--- config.mk ---
export PLATFORM = sky130hd
export DESIGN_NAME = vfp_short_vector_expander
export DESIGN_NICKNAME = d
export VERILOG_FILES = /design/src/rtl/vfpse_pkg.sv /design/src/rtl/vfpse_encoder.sv /design/src/rtl/vfpse_reg_step.sv /design/src/rtl/vfp_short_vector_expander.sv
export SDC_FILE = /design/constraint.sdc
export NUM_CORES = 1
export LEC_CHECK = 0
export BUFFER_PORTS_ARGS = -buffer_cell sky130_fd_sc_hd__buf_4
export CAP_MARGIN = 20
export CORE_MARGIN = 3
export CORE_UTILIZATION = 40
export CTS_CLUSTER_SIZE = 40
export DETAILED_ROUTE_END_ITERATION = 16
export PLACE_DENSITY = 0.66
export SLEW_MARGIN = 20
export SYNTH_ARGS = -nofsm -noshare
export SYNTH_HDL_FRONTEND = slang
export SYNTH_SLANG_ARGS = --single-unit
--- constraint.sdc ---
create_clock -name clk -period 5 [get_ports clk]
set_input_delay 0.25 -clock clk [delete_from_list [all_inputs] [get_ports clk]]
set_output_delay 0.25 -clock clk [all_outputs]
set_load 0.02 [all_outputs]
--- src/rtl/vfpse_pkg.sv ---
`timescale 1ns / 1ps

package vfpse_pkg;

  localparam int unsigned MAX_VECTOR_LENGTH_DEF = 8;

  localparam logic [3:0] OP_VMOV     = 4'd0;
  localparam logic [3:0] OP_VMOV_IMM = 4'd1;
  localparam logic [3:0] OP_VADD     = 4'd2;
  localparam logic [3:0] OP_VSUB     = 4'd3;
  localparam logic [3:0] OP_VDIV     = 4'd4;
  localparam logic [3:0] OP_VMUL     = 4'd5;
  localparam logic [3:0] OP_VNMUL    = 4'd6;
  localparam logic [3:0] OP_VMLA     = 4'd7;
  localparam logic [3:0] OP_VNMLA    = 4'd8;
  localparam logic [3:0] OP_VMLS     = 4'd9;
  localparam logic [3:0] OP_VNMLS    = 4'd10;
  localparam logic [3:0] OP_VABS     = 4'd11;
  localparam logic [3:0] OP_VNEG     = 4'd12;
  localparam logic [3:0] OP_VSQRT    = 4'd13;
  localparam logic [3:0] NUM_OPS     = 4'd14;

  localparam logic [4:0] BANK_MASK_SP = 5'h18;
  localparam logic [4:0] BANK_MASK_DP = 5'h1C;
  localparam logic [4:0] WRAP_MASK_SP = 5'h07;
  localparam logic [4:0] WRAP_MASK_DP = 5'h03;
  localparam logic [31:0] SZ_BIT      = 32'h0000_0100;

  typedef struct packed {
    logic [3:0]  op_code;
    logic        double_precision;
    logic [4:0]  d_reg;
    logic [4:0]  n_reg;
    logic [4:0]  m_reg;
    logic [3:0]  vector_length;
    logic [1:0]  vector_stride;
    logic [63:0] imm_bits;
  } in_t;

  typedef struct packed {
    logic [31:0] instr_word;
    logic [2:0]  element_index;
    logic        last;
  } out_t;

  typedef struct packed {
    logic [4:0] bank_mask;
    logic [4:0] wrap_mask;
  } bank_ctl_t;

  function automatic logic [31:0] op_base(input logic [3:0] op);
    logic [31:0] w;
    w = '0;
    unique case (op)
      OP_VMOV:     w = 32'hEEB0_0A40;
      OP_VMOV_IMM: w = 32'hEEB0_0A00;
      OP_VADD:     w = 32'hEE30_0A00;
      OP_VSUB:     w = 32'hEE30_0A40;
      OP_VDIV:     w = 32'hEE80_0A00;
      OP_VMUL:     w = 32'hEE20_0A00;
      OP_VNMUL:    w = 32'hEE20_0A40;
      OP_VMLA:     w = 32'hEE00_0A00;
      OP_VNMLA:    w = 32'hEE10_0A40;
      OP_VMLS:     w = 32'hEE00_0A40;
      OP_VNMLS:    w = 32'hEE10_0A00;
      OP_VABS:     w = 32'hEEB0_0AC0;
      OP_VNEG:     w = 32'hEEB1_0A40;
      OP_VSQRT:    w = 32'hEEB1_0AC0;
      default:     w = '0;
    endcase
    return w;
  endfunction

endpackage

--- src/rtl/vfpse_encoder.sv ---
`timescale 1ns / 1ps

module vfpse_encoder (
  input  logic [3:0]  op,
  input  logic        dbl,
  input  logic [4:0]  d,
  input  logic [4:0]  n,
  input  logic [4:0]  m,
  input  logic [63:0] imm,
  output logic [31:0] word
);
  import vfpse_pkg::*;

  logic        uses_n;
  logic        is_imm;
  logic [31:0] w_d;
  logic [31:0] w_n;
  logic [31:0] w_m;
  logic [31:0] w_imm;

  assign uses_n = (op >= OP_VADD) && (op <= OP_VNMLS);
  assign is_imm = (op == OP_VMOV_IMM);

  always_comb begin
    if (dbl) begin
      w_d   = {9'd0, d[4], 6'd0, d[3:0], 12'd0} | SZ_BIT;
      w_n   = {12'd0, n[3:0], 8'd0, n[4], 7'd0};
      w_m   = {26'd0, m[4], 1'b0, m[3:0]};
      w_imm = {12'd0, imm[63], ~imm[62], imm[53:52], 12'd0, imm[51:48]};
    end else begin
      w_d   = {9'd0, d[0], 6'd0, d[4:1], 12'd0};
      w_n   = {12'd0, n[4:1], 8'd0, n[0], 7'd0};
      w_m   = {26'd0, m[0], 1'b0, m[4:1]};
      w_imm = {12'd0, imm[31], ~imm[30], imm[24:23], 12'd0, imm[22:19]};
    end
  end

  always_comb begin
    word = op_base(op) | w_d;
    if (is_imm) begin
      word = word | w_imm;
    end else begin
      word = word | w_m | (uses_n ? w_n : 32'd0);
    end
  end

endmodule

--- src/rtl/vfpse_reg_step.sv ---
`timescale 1ns / 1ps

module vfpse_reg_step (
  input  vfpse_pkg::bank_ctl_t ctl,
  input  logic [4:0]           cur,
  input  logic [1:0]           step,
  output logic [4:0]           nxt
);
  import vfpse_pkg::*;

  logic [4:0] sum;

  assign sum = cur + {3'd0, step};
  assign nxt = (sum & ctl.wrap_mask) | (cur & ctl.bank_mask);

endmodule

--- src/rtl/vfp_short_vector_expander.sv ---
`timescale 1ns / 1ps

// Expands one VFP short-vector instruction into its scalar encodings, one 32-bit
// word per element in element order, each shown on out_data for a single cycle
// with out_valid high; the receiver cannot stall, so every word must be taken
// as it appears. A transaction is accepted when start is high and busy is low.
// After acceptance the sequencer drives one element a cycle through a single
// encoder and three register steppers (d, n, m); the first word appears once
// the operands are registered and the word has passed the output register;
// busy falls in the last element so the next transaction can follow straight on.
// Unknown op codes and zero length produce no words. Lengths above
// MAX_VECTOR_LENGTH are saturated to it.
module vfp_short_vector_expander #(
  parameter int unsigned MAX_VECTOR_LENGTH = vfpse_pkg::MAX_VECTOR_LENGTH_DEF
) (
  input  logic            clk,
  input  logic            rst_n,
  input  logic            start,
  output logic            busy,
  input  vfpse_pkg::in_t  in_data,
  output logic            out_valid,
  output vfpse_pkg::out_t out_data
);
  import vfpse_pkg::*;

  typedef enum logic [1:0] {
    ST_IDLE = 2'b01,
    ST_RUN  = 2'b10
  } state_t;

  state_t      state_r, state_nxt;
  logic [3:0]  op_r;
  logic        dbl_r;
  logic [4:0]  d_r, n_r, m_r;
  logic [4:0]  d_nxt, n_nxt, m_nxt;
  logic [1:0]  stride_r;
  logic [1:0]  m_stride_r;
  logic [63:0] imm_r;
  logic [3:0]  len_r;
  logic [2:0]  idx_r;
  logic        out_valid_r;
  out_t        out_data_r;

  logic [3:0]  len_max;
  logic [3:0]  len_sat;
  logic        accept_ok;
  logic        last_elem;
  logic [31:0] word;
  bank_ctl_t   ctl;
  bank_ctl_t   ctl_in;

  assign len_max   = 4'(MAX_VECTOR_LENGTH);
  assign len_sat   = (in_data.vector_length > len_max) ? len_max : in_data.vector_length;
  assign last_elem = ({1'b0, idx_r} + 4'd1) == len_r;
  assign busy      = (state_r == ST_RUN) && !last_elem;
  assign accept_ok = start && !busy && (in_data.op_code < NUM_OPS) && (len_sat != 4'd0);

  assign ctl.bank_mask    = dbl_r ? BANK_MASK_DP : BANK_MASK_SP;
  assign ctl.wrap_mask    = dbl_r ? WRAP_MASK_DP : WRAP_MASK_SP;
  assign ctl_in.bank_mask = in_data.double_precision ? BANK_MASK_DP : BANK_MASK_SP;
  assign ctl_in.wrap_mask = in_data.double_precision ? WRAP_MASK_DP : WRAP_MASK_SP;

  vfpse_encoder u_enc (
    .op   (op_r),
    .dbl  (dbl_r),
    .d    (d_r),
    .n    (n_r),
    .m    (m_r),
    .imm  (imm_r),
    .word (word)
  );

  vfpse_reg_step u_step_d (.ctl(ctl), .cur(d_r), .step(stride_r),   .nxt(d_nxt));
  vfpse_reg_step u_step_n (.ctl(ctl), .cur(n_r), .step(stride_r),   .nxt(n_nxt));
  vfpse_reg_step u_step_m (.ctl(ctl), .cur(m_r), .step(m_stride_r), .nxt(m_nxt));

  always_comb begin
    state_nxt = state_r;
    unique case (state_r)
      ST_IDLE: begin
        if (accept_ok) state_nxt = ST_RUN;
      end
      ST_RUN: begin
        if (last_elem) state_nxt = accept_ok ? ST_RUN : ST_IDLE;
      end
      default: state_nxt = ST_IDLE;
    endcase
  end

  always_ff @(posedge clk) begin
    if (!rst_n) begin
      state_r     <= ST_IDLE;
      out_valid_r <= 1'b0;
    end else begin
      state_r     <= state_nxt;
      out_valid_r <= (state_r == ST_RUN);
    end
  end

  always_ff @(posedge clk) begin
    if (accept_ok) begin
      op_r       <= in_data.op_code;
      dbl_r      <= in_data.double_precision;
      d_r        <= in_data.d_reg;
      n_r        <= in_data.n_reg;
      m_r        <= in_data.m_reg;
      stride_r   <= in_data.vector_stride;
      m_stride_r <= ((in_data.m_reg & ctl_in.bank_mask) == 5'd0) ? 2'd0
                                                                 : in_data.vector_stride;
      imm_r      <= in_data.imm_bits;
      len_r      <= len_sat;
      idx_r      <= 3'd0;
    end else if (state_r == ST_RUN) begin
      d_r   <= d_nxt;
      n_r   <= n_nxt;
      m_r   <= m_nxt;
      idx_r <= idx_r + 3'd1;
    end
  end

  always_ff @(posedge clk) begin
    if (state_r == ST_RUN) begin
      out_data_r.instr_word    <= word;
      out_data_r.element_index <= idx_r;
      out_data_r.last          <= last_elem;
    end
  end

  assign out_valid = out_valid_r;
  assign out_data  = out_data_r;

  a_run_emits: assert property (@(posedge clk) disable iff (!rst_n)
    (state_r == ST_RUN) |=> out_valid)
    else $error("element not emitted while running");

  a_first_index: assert property (@(posedge clk) disable iff (!rst_n)
    accept_ok |=> ##1 (out_valid && (out_data.element_index == 3'd0)))
    else $error("first element index not zero");

  a_index_step: assert property (@(posedge clk) disable iff (!rst_n)
    (out_valid && !out_data.last) |=>
      (out_valid && (out_data.element_index == $past(out_data.element_index) + 3'd1)))
    else $error("element sequence broken");

  a_busy_run: assert property (@(posedge clk) disable iff (!rst_n)
    busy |-> (state_r == ST_RUN))
    else $error("busy outside run");

endmodule

==> flow_summary.toml <==
[finish]
nFillCells = 850
antenna_cells = 0
multiInputGateArea_sq_mm = 0.001294
finish.utilization_pct = 50.24
final_nets = 459
area_growth_pct = 22.07
seqCellArea_sq_mm = 0.002332
final_cell_area_sq_mm = 0.004664
instances_no_fill = 485
drive_gt1_share_pct = 34.27

[logic_synthesis]
synth_xor_area_share_pct = 1.834
yosysSeqAreaShare_pct = 61.03
synth.avg_cell_area_sq_um = 13.84
synth_top_cells_by_count = "edfxtp_1, nand2_1, dfxtp_1, inv_1, ha_1"
syn_inst = 276
yosysMostFrequentCell = "edfxtp_1"
muxShareOfSynthArea_pct = 7.924
ys_warn_count = 0
synth_top_cell_by_area = "edfxtp_1"
synth_area_leaders = "edfxtp_1, dfxtp_1, ha_1"
synth_edf_count = 69
ys_types = 57
synth_top_family_by_area = "simple AND/OR/NAND/NOR gates"
synth_seq_cells = 82
synth_top_area_share_pct = 54.22
synth-simple-area-share_pct = 9.987
synth_area_sq_mm = 0.003821
synth_ff_type = "edfxtp_1"
synth_compound_area_share_pct = 8.219
synthAdderAreaFrac_pct = 5.501
synthArstFlopShare_pct = 0

[setup_path]
path_cells = "ha_1 > xnor2_1 > nand3_2 > a22oi_4 > nand2_2 > inv_1 > mux2i_1 > inv_1 > ha_1 > inv_1 > a311oi_1 > o2bb2a_1"
worst-path-max-fanout = 15
path_class = "flip-flop to flip-flop"
rr_worst_depth = 12
path_delay_family = "compound AO/OA/AOI/OAI gates"
worst-path-buf-inv = 3
critPathLaunchType = "flip-flop"
r2r-start = "idx_r[0]"
cpMostUsedCell = "inv_1"
worstSetupEndpointType = "flip-flop"
reg2reg_to = "u_enc.word[21]"
worstPathRequired_ns = 5.23
max_stage_delay_ns = 0.47
crit_arrival_ns = 3.70
slowest_stage = "a22oi_4"
rrSetupSlack_ns = 1.53

[worst_hold_path]
min_to = "imm_r[49]"
hold_start = "in_data[49]"
holdPathStages = 1
hold_class = "primary input to flip-flop"

[power]
pwr-share-seq_pct = 52.7
p_sw_uw = 372.6
power_density_mw_per_mm2 = 339.2
clockPowerShare_pct = 32.8
p_int_mw = 1.210
combinationalPowerShare_pct = 14.5
p_sw_share_pct = 23.55
power_mw = 1.582
peakVddDrop_uv = 119.2
p_leak_nw = 1.889

[place]
placed_area_sq_mm = 0.004452
dp_cells = 469
pre_cts_slack_ns = 1.512
io_buffers = 78
globalplace.congestion = 0.8199
dp_hpwl_mm = 5.332

[sta]
worstMarginPinSlew_ns = 0.5513
finalCriticalPeriod_ns = 3.471
final_hold_viol_count = 0
fin_ws_ns = 1.529
hold_ws_ns = 0.07318
rsz0062_at_grt = "no"
fin_setup_tns_ns = 0
period_share_pct = 69.43
fmax_ghz = 0.2881
finClkSkew_ns = 0.007295
setup_viol = 0
finalMaxSlewViolations = 0
slew_headroom_pct = 63.25

[drt]
wl_per_cell_um = 15.26
ant_nets = 0
dr.first_iter.drc_count = 98
drt_pre_antenna_iters = 4
wl_mm = 7.403
drc = 0
vias = 2333
drt-vias-per-instance = 4.810

[floorplan]
die_w_um = 103.7
initial_utilization_pct = 41.16
die-area_sq_mm = 0.01076
io-pin-count = 131
core_sq_mm = 0.009284
rows = 35
die_h_um = 103.7

[run]
cap_violations = 0

[global_route]
grt_pass1_wl_mm = 12.01
overflow = 0
antenna_found_initial = 0
grt_pass1_vias = 2322
grt_start_max_net_pins = 46
grt.total_usage_pct = 14.29

[clocking]
clock_sinks = 82
cts_tree = "done"
ctsHoldBuffers = 0
numCtsBuffers = 9
postCtsSetupBuffers = 0
htree_levels = 3
post_cts_resized = 0
cts_buffer_depth = 2
worstSkewPairLatency_ns = 0.35
clk_pin_slew_ns = 0.08
cts-root-buf = "clkbuf_8"

[outcome]
status = "complete, no violations"
[routing by layer]
metal / up-vias / global-route usage (%) / share of wire, %
met4: 0 / 6.648 / 1.6
met2: 72 / 22.24 / 47
met3: 10 / 4.050 / 6.5
li1: 1151 / - / -
met1: 1100 / 18.56 / 45
met5: - / 0 / 0
[placed cells by master (no fill, tap or decap), drive strengths merged, types with 2 or more instances in the layout]
cell type,count
a21oi,10
fa,3
clkbuf,14
conb,4
mux2i,11
o31ai,3
a311oi,2
nor3,3
dfxtp,13
ha,12
xnor2,4
edfxtp,69
nor2b,6
xor2,4
nand2b,3
and2,2
mux4,4
buf,81
mux2,8
bufinv,2
inv,15
nand3,10
nand2,26
o22ai,3
nor2,9
a21bo,2
o21ai,5
and3,9
a22oi,3
or3,2
[area by class of cell]
type                            count  share of cell area (%)
Inverter                           15                   1.207
Clock inverter                      2                   1.288
Timing Repair Buffer               81                   13.04
Sequential cell                    82                   50.00
Multi-Input combinational cell    162                   27.74
Clock buffer                       14                   3.273
Tap cell                          129                   3.460
[worst max-delay path by stage]
stage,start,end,slack (ns),depth (start not counted)
5_1_grt,idx_r[0],u_enc.word[6],1.20,12
3_5_place_dp,idx_r[0],u_enc.word[6],1.51,12
3_3_place_gp,idx_r[0],u_enc.word[21],1.57,12
4_1_cts,idx_r[0],u_enc.word[6],1.52,12
2_1_floorplan,state_r[0],u_enc.word[21],1.96,13
6_report,idx_r[0],u_enc.word[21],1.53,12
[power groups by stage]
stage / clock network, mW / registers, mW / logic, mW
6_report: 0.519 / 0.834 / 0.229
2_1_floorplan: 0 / 0.846 / 0.159
3_3_place_gp: 0 / 0.849 / 0.226
4_1_cts: 0.532 / 0.835 / 0.232
3_5_place_dp: 0 / 0.850 / 0.230
5_1_grt: 0.560 / 0.840 / 0.255
[sequential cells by signal, summed over array words and instances (netlist names), 3 cells and up, named ones only]
name,flops
op_r,4
d_r,4
n_r,4
out_data,25
m_r,4
imm_r,16
idx_r,3
len_r,4
u_enc.word,5
[cell families (layout without fill, tap and decap cells)]
group	after synthesis	after routing
AO/OA/AOI/OAI	40	40
XOR/XNOR	8	8
adder cells (fa/ha/maj)	15	15
buffers and inverters	35	112
flip-flops	82	82
multiplexers	23	23
other	1	4
AND/OR/NAND/NOR	72	72
Note: power is estimated with default switching activity, not from simulation.
